### config.mk
export PLATFORM = sky130hd
export DESIGN_NAME = dhcp_option_tlv_scanner_top
export DESIGN_NICKNAME = d
export VERILOG_FILES = /design/src/dots_pkg.sv /design/src/dots_front.sv /design/src/dots_queue.sv /design/src/dots_back.sv /design/src/dhcp_option_tlv_scanner_top.sv
export SDC_FILE = /design/constraint.sdc
export NUM_CORES = 1
export LEC_CHECK = 0
export BUFFER_PORTS_ARGS = -buffer_cell sky130_fd_sc_hd__buf_2
export CORE_MARGIN = 2
export CORE_UTILIZATION = 35
export DETAILED_ROUTE_END_ITERATION = 10
export PLACE_DENSITY = 0.61
export SLEW_MARGIN = 40
export SYNTH_ARGS = -nofsm -noshare
export SYNTH_HDL_FRONTEND = slang
export SYNTH_SLANG_ARGS = --single-unit
### constraint.sdc
create_clock -name clk_i -period 3.1 [get_ports clk_i]
set_input_delay 0 -clock clk_i [delete_from_list [all_inputs] [get_ports clk_i]]
set_output_delay 0 -clock clk_i [all_outputs]
set_load 0.005 [all_outputs]
### src/dots_pkg.sv
package dots_pkg;

  localparam logic [7:0] OptPadCode    = 8'h00;
  localparam logic [7:0] OptEndCode    = 8'hFF;
  localparam logic [7:0] TargetCodeRst = 8'd53;

  typedef struct packed {
    logic       has_val;
    logic [7:0] value;
    logic       has_sum;
    logic       found;
    logic [7:0] length;
    logic       trunc;
  } dots_entry_t;

endpackage

### src/dots_front.sv
module dots_front (
  input  logic                 clk_i,
  input  logic                 rst_ni,
  input  logic                 target_code_we_i,
  input  logic [7:0]           target_code_i,
  input  logic                 accept_i,
  input  logic [7:0]           data_byte_i,
  input  logic                 end_of_area_i,
  output logic                 ent_push_o,
  output dots_pkg::dots_entry_t ent_o
);
  import dots_pkg::*;

  typedef enum logic [2:0] {
    PhCode,
    PhLenSkip,
    PhLenMatch,
    PhSkip,
    PhEmit,
    PhDone
  } phase_e;

  phase_e      phase_q, phase_d;
  logic [7:0]  target_q;
  logic [7:0]  rem_q, rem_d;
  logic        seen_q, seen_d;
  logic [7:0]  mlen_q, mlen_d;
  logic [7:0]  rem_dec;
  logic        emit;
  logic        trunc;

  assign rem_dec = rem_q - 8'd1;

  always_comb begin
    phase_d = phase_q;
    rem_d   = rem_q;
    seen_d  = seen_q;
    mlen_d  = mlen_q;
    emit    = 1'b0;
    case (phase_q)
      PhCode: begin
        if (data_byte_i == OptEndCode) begin
          phase_d = PhDone;
        end else if (data_byte_i == OptPadCode) begin
          phase_d = PhCode;
        end else if (data_byte_i == target_q) begin
          seen_d  = 1'b1;
          phase_d = PhLenMatch;
        end else begin
          phase_d = PhLenSkip;
        end
      end
      PhLenSkip: begin
        rem_d   = data_byte_i;
        phase_d = (data_byte_i == 8'd0) ? PhCode : PhSkip;
      end
      PhLenMatch: begin
        mlen_d  = data_byte_i;
        rem_d   = data_byte_i;
        phase_d = (data_byte_i == 8'd0) ? PhDone : PhEmit;
      end
      PhSkip: begin
        rem_d = rem_dec;
        if (rem_dec == 8'd0) begin
          phase_d = PhCode;
        end
      end
      PhEmit: begin
        emit  = 1'b1;
        rem_d = rem_dec;
        if (rem_dec == 8'd0) begin
          phase_d = PhDone;
        end
      end
      default: begin
      end
    endcase
  end

  assign trunc = (phase_d == PhLenSkip) || (phase_d == PhLenMatch) ||
                 (phase_d == PhSkip) || (phase_d == PhEmit);

  always_comb begin
    ent_o.has_val = emit;
    ent_o.value   = data_byte_i;
    ent_o.has_sum = end_of_area_i;
    ent_o.found   = seen_d;
    ent_o.length  = seen_d ? mlen_d : 8'd0;
    ent_o.trunc   = trunc;
  end

  assign ent_push_o = accept_i && (emit || end_of_area_i);

  always_ff @(posedge clk_i or negedge rst_ni) begin
    if (!rst_ni) begin
      phase_q  <= PhCode;
      rem_q    <= 8'd0;
      seen_q   <= 1'b0;
      mlen_q   <= 8'd0;
      target_q <= TargetCodeRst;
    end else begin
      if (target_code_we_i) begin
        target_q <= target_code_i;
      end
      if (accept_i) begin
        if (end_of_area_i) begin
          phase_q <= PhCode;
          rem_q   <= 8'd0;
          seen_q  <= 1'b0;
          mlen_q  <= 8'd0;
        end else begin
          phase_q <= phase_d;
          rem_q   <= rem_d;
          seen_q  <= seen_d;
          mlen_q  <= mlen_d;
        end
      end
    end
  end

endmodule

### src/dots_queue.sv
module dots_queue #(
  parameter int Depth = 4
) (
  input  logic                 clk_i,
  input  logic                 rst_ni,
  input  logic                 push_i,
  input  dots_pkg::dots_entry_t wdata_i,
  input  logic                 pop_i,
  output dots_pkg::dots_entry_t rdata_o,
  output logic                 full_o,
  output logic                 empty_o
);
  import dots_pkg::*;

  localparam int PtrW = (Depth > 1) ? $clog2(Depth) : 1;
  localparam int CntW = $clog2(Depth + 1);

  dots_entry_t     mem_q [Depth];
  logic [PtrW-1:0] wr_ptr_q, rd_ptr_q;
  logic [CntW-1:0] cnt_q;
  logic            do_push, do_pop;

  assign full_o  = (cnt_q == CntW'(Depth));
  assign empty_o = (cnt_q == '0);
  assign rdata_o = mem_q[rd_ptr_q];
  assign do_push = push_i && !full_o;
  assign do_pop  = pop_i && !empty_o;

  always_ff @(posedge clk_i) begin
    if (do_push) begin
      mem_q[wr_ptr_q] <= wdata_i;
    end
  end

  always_ff @(posedge clk_i or negedge rst_ni) begin
    if (!rst_ni) begin
      wr_ptr_q <= '0;
      rd_ptr_q <= '0;
      cnt_q    <= '0;
    end else begin
      if (do_push) begin
        wr_ptr_q <= (wr_ptr_q == PtrW'(Depth - 1)) ? '0 : wr_ptr_q + PtrW'(1);
      end
      if (do_pop) begin
        rd_ptr_q <= (rd_ptr_q == PtrW'(Depth - 1)) ? '0 : rd_ptr_q + PtrW'(1);
      end
      if (do_push && !do_pop) begin
        cnt_q <= cnt_q + CntW'(1);
      end else if (do_pop && !do_push) begin
        cnt_q <= cnt_q - CntW'(1);
      end
    end
  end

endmodule

### src/dots_back.sv
module dots_back (
  input  logic                 clk_i,
  input  logic                 rst_ni,
  input  logic                 q_empty_i,
  input  dots_pkg::dots_entry_t q_data_i,
  output logic                 q_pop_o,
  output logic                 empty_o,
  input  logic                 pop_i,
  output logic                 result_kind_o,
  output logic [7:0]           value_byte_o,
  output logic                 option_found_o,
  output logic [7:0]           option_length_o,
  output logic                 truncated_o,
  output logic                 run_last_o
);
  import dots_pkg::*;

  dots_entry_t ent_q;
  logic        ent_valid_q;
  logic        take, last_part, load;

  assign empty_o   = !ent_valid_q;
  assign take      = pop_i && ent_valid_q;
  // value part followed by a summary keeps the entry for one more item
  assign last_part = !(ent_q.has_val && ent_q.has_sum);
  assign load      = !ent_valid_q || (take && last_part);
  assign q_pop_o   = load && !q_empty_i;

  always_comb begin
    if (ent_q.has_val) begin
      result_kind_o   = 1'b0;
      value_byte_o    = ent_q.value;
      option_found_o  = 1'b0;
      option_length_o = 8'd0;
      truncated_o     = 1'b0;
      run_last_o      = !ent_q.has_sum;
    end else begin
      result_kind_o   = 1'b1;
      value_byte_o    = 8'd0;
      option_found_o  = ent_q.found;
      option_length_o = ent_q.length;
      truncated_o     = ent_q.trunc;
      run_last_o      = 1'b1;
    end
  end

  always_ff @(posedge clk_i) begin
    if (load) begin
      ent_q <= q_data_i;
    end else if (take) begin
      ent_q.has_val <= 1'b0;
    end
  end

  always_ff @(posedge clk_i or negedge rst_ni) begin
    if (!rst_ni) begin
      ent_valid_q <= 1'b0;
    end else if (load) begin
      ent_valid_q <= !q_empty_i;
    end
  end

endmodule

### src/dhcp_option_tlv_scanner_top.sv
// Channel  Handshake             Payload
// in       push / full           data_byte_i, end_of_area_i
// result   empty / pop           result_kind_o, value_byte_o, option_found_o,
//                                option_length_o, truncated_o, run_last_o
// config   target_code_we_i      target_code_i
//
// One byte per cycle is taken while full is low; the scan state updates in that cycle.
// A byte yields zero, one or two result items; a two-item byte holds the output
// stage for two pops. Results pass through the queue and then the output register.
// full rises when the QueueDepth-entry queue between scanner and output is full.
// Reset (rst_ni low) clears the scan state, the queue and the output stage.
module dhcp_option_tlv_scanner_top #(
  parameter int QueueDepth = 4
) (
  input  logic       clk_i,
  input  logic       rst_ni,
  input  logic       target_code_we_i,
  input  logic [7:0] target_code_i,
  input  logic       push,
  output logic       full,
  input  logic [7:0] data_byte_i,
  input  logic       end_of_area_i,
  output logic       empty,
  input  logic       pop,
  output logic       result_kind_o,
  output logic [7:0] value_byte_o,
  output logic       option_found_o,
  output logic [7:0] option_length_o,
  output logic       truncated_o,
  output logic       run_last_o
);
  import dots_pkg::*;

  dots_entry_t ent_w, head_w;
  logic        accept, ent_push, q_pop, q_empty;

  assign accept = push && !full;

  dots_front u_front (
    .clk_i            (clk_i),
    .rst_ni           (rst_ni),
    .target_code_we_i (target_code_we_i),
    .target_code_i    (target_code_i),
    .accept_i         (accept),
    .data_byte_i      (data_byte_i),
    .end_of_area_i    (end_of_area_i),
    .ent_push_o       (ent_push),
    .ent_o            (ent_w)
  );

  dots_queue #(
    .Depth (QueueDepth)
  ) u_queue (
    .clk_i   (clk_i),
    .rst_ni  (rst_ni),
    .push_i  (ent_push),
    .wdata_i (ent_w),
    .pop_i   (q_pop),
    .rdata_o (head_w),
    .full_o  (full),
    .empty_o (q_empty)
  );

  dots_back u_back (
    .clk_i           (clk_i),
    .rst_ni          (rst_ni),
    .q_empty_i       (q_empty),
    .q_data_i        (head_w),
    .q_pop_o         (q_pop),
    .empty_o         (empty),
    .pop_i           (pop),
    .result_kind_o   (result_kind_o),
    .value_byte_o    (value_byte_o),
    .option_found_o  (option_found_o),
    .option_length_o (option_length_o),
    .truncated_o     (truncated_o),
    .run_last_o      (run_last_o)
  );

endmodule

Yosys cells after proc, flatten, opt, wreduce, memory -nomap -nowiden
Memory sizes are Yosys's and may differ from the RTL's.
Cells that the tools add are included.
W data, S select, Z words.
{"block": "classes", "muxes": 34, "eq_ne": 13, "n_reduce_logical": 32, "addsub": 5}
{"cell": "$mux W8", "count": 6}
{"cell": "$mux W3", "count": 7}
{"cell": "$logic_not A8 Y1", "count": 2}
{"cell": "$pmux W8 S2", "count": 1}
{"cell": "$mux W1", "count": 15}
{"cell": "$pmux W3 S5", "count": 1}
{"cell": "$eq A3 B2 Y1 const B", "count": 4}
{"cell": "$logic_and A1 B1 Y1", "count": 10}
{"cell": "$eq A3 B3 Y1 const B", "count": 3}
{"cell": "$eq A8 B8 Y1", "count": 1}
{"cell": "$eq A8 B8 Y1 const B", "count": 1}
{"cell": "$mux W2", "count": 4}
{"cell": "$sub A8 B1 Y8 const B", "count": 1}
{"cell": "$logic_not A1 Y1", "count": 7}
{"cell": "$eq A3 B1 Y1 const B", "count": 2}
{"cell": "$logic_not A3 Y1", "count": 2}
{"cell": "$logic_or A1 B1 Y1", "count": 5}
{"cell": "$add A2 B1 Y2 const B", "count": 2}
{"cell": "$eq A2 B2 Y1 const B", "count": 2}
{"cell": "$reduce_bool A2 Y1", "count": 2}
{"cell": "$reduce_or A2 Y1", "count": 2}
{"cell": "$add A3 B1 Y3 const B", "count": 1}
{"cell": "$reduce_bool A3 Y1", "count": 1}
{"cell": "$sub A3 B1 Y3 const B", "count": 1}
{"cell": "$reduce_and A2 Y1", "count": 1}
{"block": "totals", "register_bits": 56, "word_cells": 100, "memories": 1, "mem_bits_rw": 80, "output_inout_bits": 22, "in_bits": 22}
{"name": "u_queue.mem_q", "depth": 4, "width": 20, "rd": 1, "rd_clocked_by_memory_dff": 0, "write_ports": 1, "line_no": "dots_queue.sv:18", "rtl": "dots_entry_t mem_q [Depth];"}

Longest topological paths before layout
{"block": "logic_depth", "ltp_word": 9, "mapped_depth": 11, "ltp_nobuf": 10}

Modules after synthesis
Synthesis repeated with hierarchy kept, for this count alone.
{"block": "hier_totals", "cells_unflattened": 417, "hier_area_um2": 6094.6}
{"module": "dots_queue", "cells_per_inst": 141, "area_per_inst_um2": 3340.7, "seq_area_each_um2": 2577.5, "n_inst": 1}
{"module": "dots_front", "cells_per_inst": 225, "area_per_inst_um2": 1931.9, "seq_area_each_um2": 705.7, "n_inst": 1}
{"module": "dots_back", "cells_per_inst": 50, "area_per_inst_um2": 808.3, "seq_area_each_um2": 625.6, "n_inst": 1}
{"module": "dhcp_option_tlv_scanner_top", "cells_per_inst": 1, "area_per_inst_um2": 13.8, "seq_area_each_um2": 0.0, "n_inst": 1}

Worst setup path after synthesis
No wires, ideal clock.
{"block": "synth_timing", "path_kind": "reg-to-reg", "from": "register u_front.rem_q[0]", "to": "memory u_queue.mem_q[0][0] (netlist name), data pin", "n_path_buf": 0, "path_stages_with_launch": 9, "required_ps": 2823, "setup_time_ps": 277, "slack_ps": 827, "t_arrival_ps": 1997, "path_cell_list": "dfrtp_1 inv_1 ha_1 or3b_4 o31a_1 nor3_2 nand2_1 a32oi_1 o22ai_1"}
{"item": "from (decl)", "line_no": "dots_front.sv:25", "rtl": "logic [7:0] rem_q, rem_d;"}
{"item": "from (signal assigned)", "line_no": "dots_front.sv:113", "rtl": "rem_q <= rem_d;"}
{"item": "to (decl)", "line_no": "dots_queue.sv:18"}

==> qor.yml <==
clocking:
  cts_buffer_depth: 2
  cts_tree: "done"
  post-cts-setup-buffers: 0
  insertion_delay_ns: 0.41
  htree_levels: 4
  cts_sinks: 136
  path_clk_slew_ns: 0.06
  clock-root-buffer: "clkbuf_16"
  cts_buffers: 17
  cts_resized: 0
  ctsHoldBuffers: 27
worst_setup_path:
  cp.arrival_ns: 2.65
  setup.worst_path.start: "u_front.rem_q[0]"
  crit_end: "u_queue.mem_q[1][0]"
  worstSetupStartpointType: "register"
  path_depth: 8
  path_cells: "inv_1 -> ha_1 -> or3b_4 -> o31a_1 -> nor3_2 -> nand2_1 -> a32oi_1 -> o22ai_1"
  crit_family: "simple AND/OR/NAND/NOR gates"
  r2r_cells: 8
  required_ns: 3.21
  critPathCaptureType: "register"
  max_stage_delay_ns: 0.44
  rrSetupSlack_ns: 0.56
  cp_num_buf_inv: 1
  critPathKind: "register to register"
  regToRegStartpoint: "u_front.rem_q[0]"
  critPathMaxFanout: 7
  cpMaxStageDelayCell: "dfrtp_1"
  reg2reg_to: "u_queue.mem_q[1][0]"
floorplan:
  start_util_pct: 35.5
  die-area_sq_um: 17800
  dieHeight_um: 133
  ios: 44
  core_sq_um: 16500
  die_w_um: 133
  fp-row-count: 47
sta:
  finalCritPeriodShare_pct: 82.0
  min_period_ns: 2.54
  fin_hold_ws_ns: 0.0303
  rsz0062_at_grt: "no"
  setup_tns_ns: 0
  finalSetupViolCount: 0
  max_freq_ghz: 0.394
  drv_slew: 0
  max_slew_margin_pct: 52.5
  hold_violations: 0
  skew_ns: 0.00931
  worstMarginPinSlew_ns: 0.711
synth:
  syn_area_sq_um: 5850
  ys.flop_type: "edfxtp_1"
  synthesis.nets: 418
  synth_area_leader_cell: "edfxtp_1"
  synthCells: 387
  yosysMostFrequentCell: "edfxtp_1"
  ys_seq_elements: 136
  ys_seq_area_share_pct: 66.8
  yosysWarnings: 0
  async_flop_share_pct: 26.5
  synth.avg_cell_area_sq_um: 15.1
  synth_edf_count: 100
  synth_top_area_share_pct: 51.3
  synth.distinct_cells: 51
  netlist_top_cells_count: "edfxtp_1, dfrtp_1, nor2_1"
  yosys-top-cells-area: "edfxtp_1, dfrtp_1, mux4_2"
cells_and_area:
  area_growth_pct: 22.4
  utilization_pct: 43.5
  final_layout_size_suffix_gt1_share_pct: 25.7
  final_nets: 502
  antenna_cells_inserted: 0
  fill_cells: 1472
  final_cells: 703
pwr:
  p_leak_nw: 2.70
  peakVddDrop_uv: 430
  powerDensity_nw_per_um2: 880
  total_power_mw: 6.30
global_routing:
  grt_max_degree: 37
  grt_pass1_wl_um: 18700
  grt_pass1_vias: 3574
  grt_usage_pct: 13.9
  gr-total-overflow: 0
  grt_antenna_before_repair: 0
hold_path:
  hp-class: "input pin to register"
placement:
  portBuffers: 43
  gp_congestion: 0.855
  dp.cells: 645
  dp_hpwl_um: 7180
status:
  outcome: "completed"
routing:
  dr.pass1.iters: 6
  drc_errors: 0
  drt_iter0_markers: 347
  route.met2.wl_um: 6010
  detail-route-antenna-nets: 0
  avgViaCountPerCell: 4.98
  wire_per_inst_um: 16.6
  wl_met3_um: 309
  vias: 3502
  top_layer_used: "met4"
  routed_wl_um: 11700
  wl_met1_um: 5190
job:
  cap_viol_max_count: 0
[worst min-delay path by stage]
stage                   from                  end  slack [ns]  depth (start not counted)
2_1_floorplan         rst_ni   u_back.ent_valid_q       -0.30                          0
3_3_place_gp          rst_ni  u_front.target_q[1]        0.13                          1
3_5_place_dp          rst_ni  u_front.target_q[1]        0.15                          1
4_1_cts        end_of_area_i       u_front.seen_q       0.008                          2
5_1_grt        end_of_area_i    u_front.mlen_q[7]        0.03                          2
6_report       end_of_area_i       u_front.seen_q        0.03                          2
[layout by cell type (no fill, tap or decap), drive strengths merged, types with 11 or more instances in the layout]
cell	count
edfxtp	100
buf	53
dfrtp	32
nor2	28
dlygate4sd3	27
mux4	20
nand2	19
clkbuf	19
a21oi	18
o21ai	18
nor2b	13
and2	13
inv	13
mux2	11
[area by class of cell]
type                    instances  area (sq um)  area share, %
clock inverters                12           110           1.54
inverters                      13          48.8          0.681
multi-input cells             223          1820           25.5
repair buffers                 80           563           7.86
clock buffers                  19           433           6.04
flip-flops and latches        136          3910           54.6
well taps                     220           275           3.84
[state kept, by name, indices dropped and copies added, names as in the netlist]
| signal | cells |
|---|---|
| u_front.seen_q | 1 |
| u_front.rem_q | 8 |
| u_back.ent_q | 20 |
| u_front.mlen_q | 8 |
| u_queue.mem_q | 80 |
| u_front.target_q | 8 |
| u_front.phase_q | 3 |
| u_back.ent_valid_q | 1 |
| u_queue.rd_ptr_q | 2 |
| u_queue.cnt_q | 3 |
| u_queue.wr_ptr_q | 2 |
[cells by family (layout without fill, tap and decap cells)]
group	Yosys count	count (layout)	share of synthesized area, %
DFF	136	136	66.8
xor gates and xnor gates	12	12	1.80
AOI/OAI and AO/OA	60	60	6.46
buffers and inverters	28	124	2.07
muxes	38	38	11.0
and+or+nand+nor	104	104	9.81
adders and majority gates	9	9	2.05
[per-stage QoR]
| stage | setup WS, ns | cell area [sq um] |
|---|---|---|
| finish | 0.560 | 7160 |
| global route | 0.421 | 7160 |
| CTS | 0.555 | 7160 |
| detailed placement | 0.579 | 6350 |
| global placement | 0.687 | 6340 |
| floorplan | 0.827 | 5850 |
[per-layer routing]
metal | vias to the layer above | track usage [%]
li1 | 1640 | -
met1 | 1766 | 17.3
met2 | 76 | 23.6
met3 | 20 | 3.20
met4 | 0 | 5.44
met5 | - | 0
[power breakdown]
part	internal [mW]	total [mW]	switching [mW]
Clock	1.16	1.86	0.700
Sequential	2.42	2.67	0.249
Combinational	0.841	1.77	0.931
No activity file was read; power rests on OpenSTA's default activity.
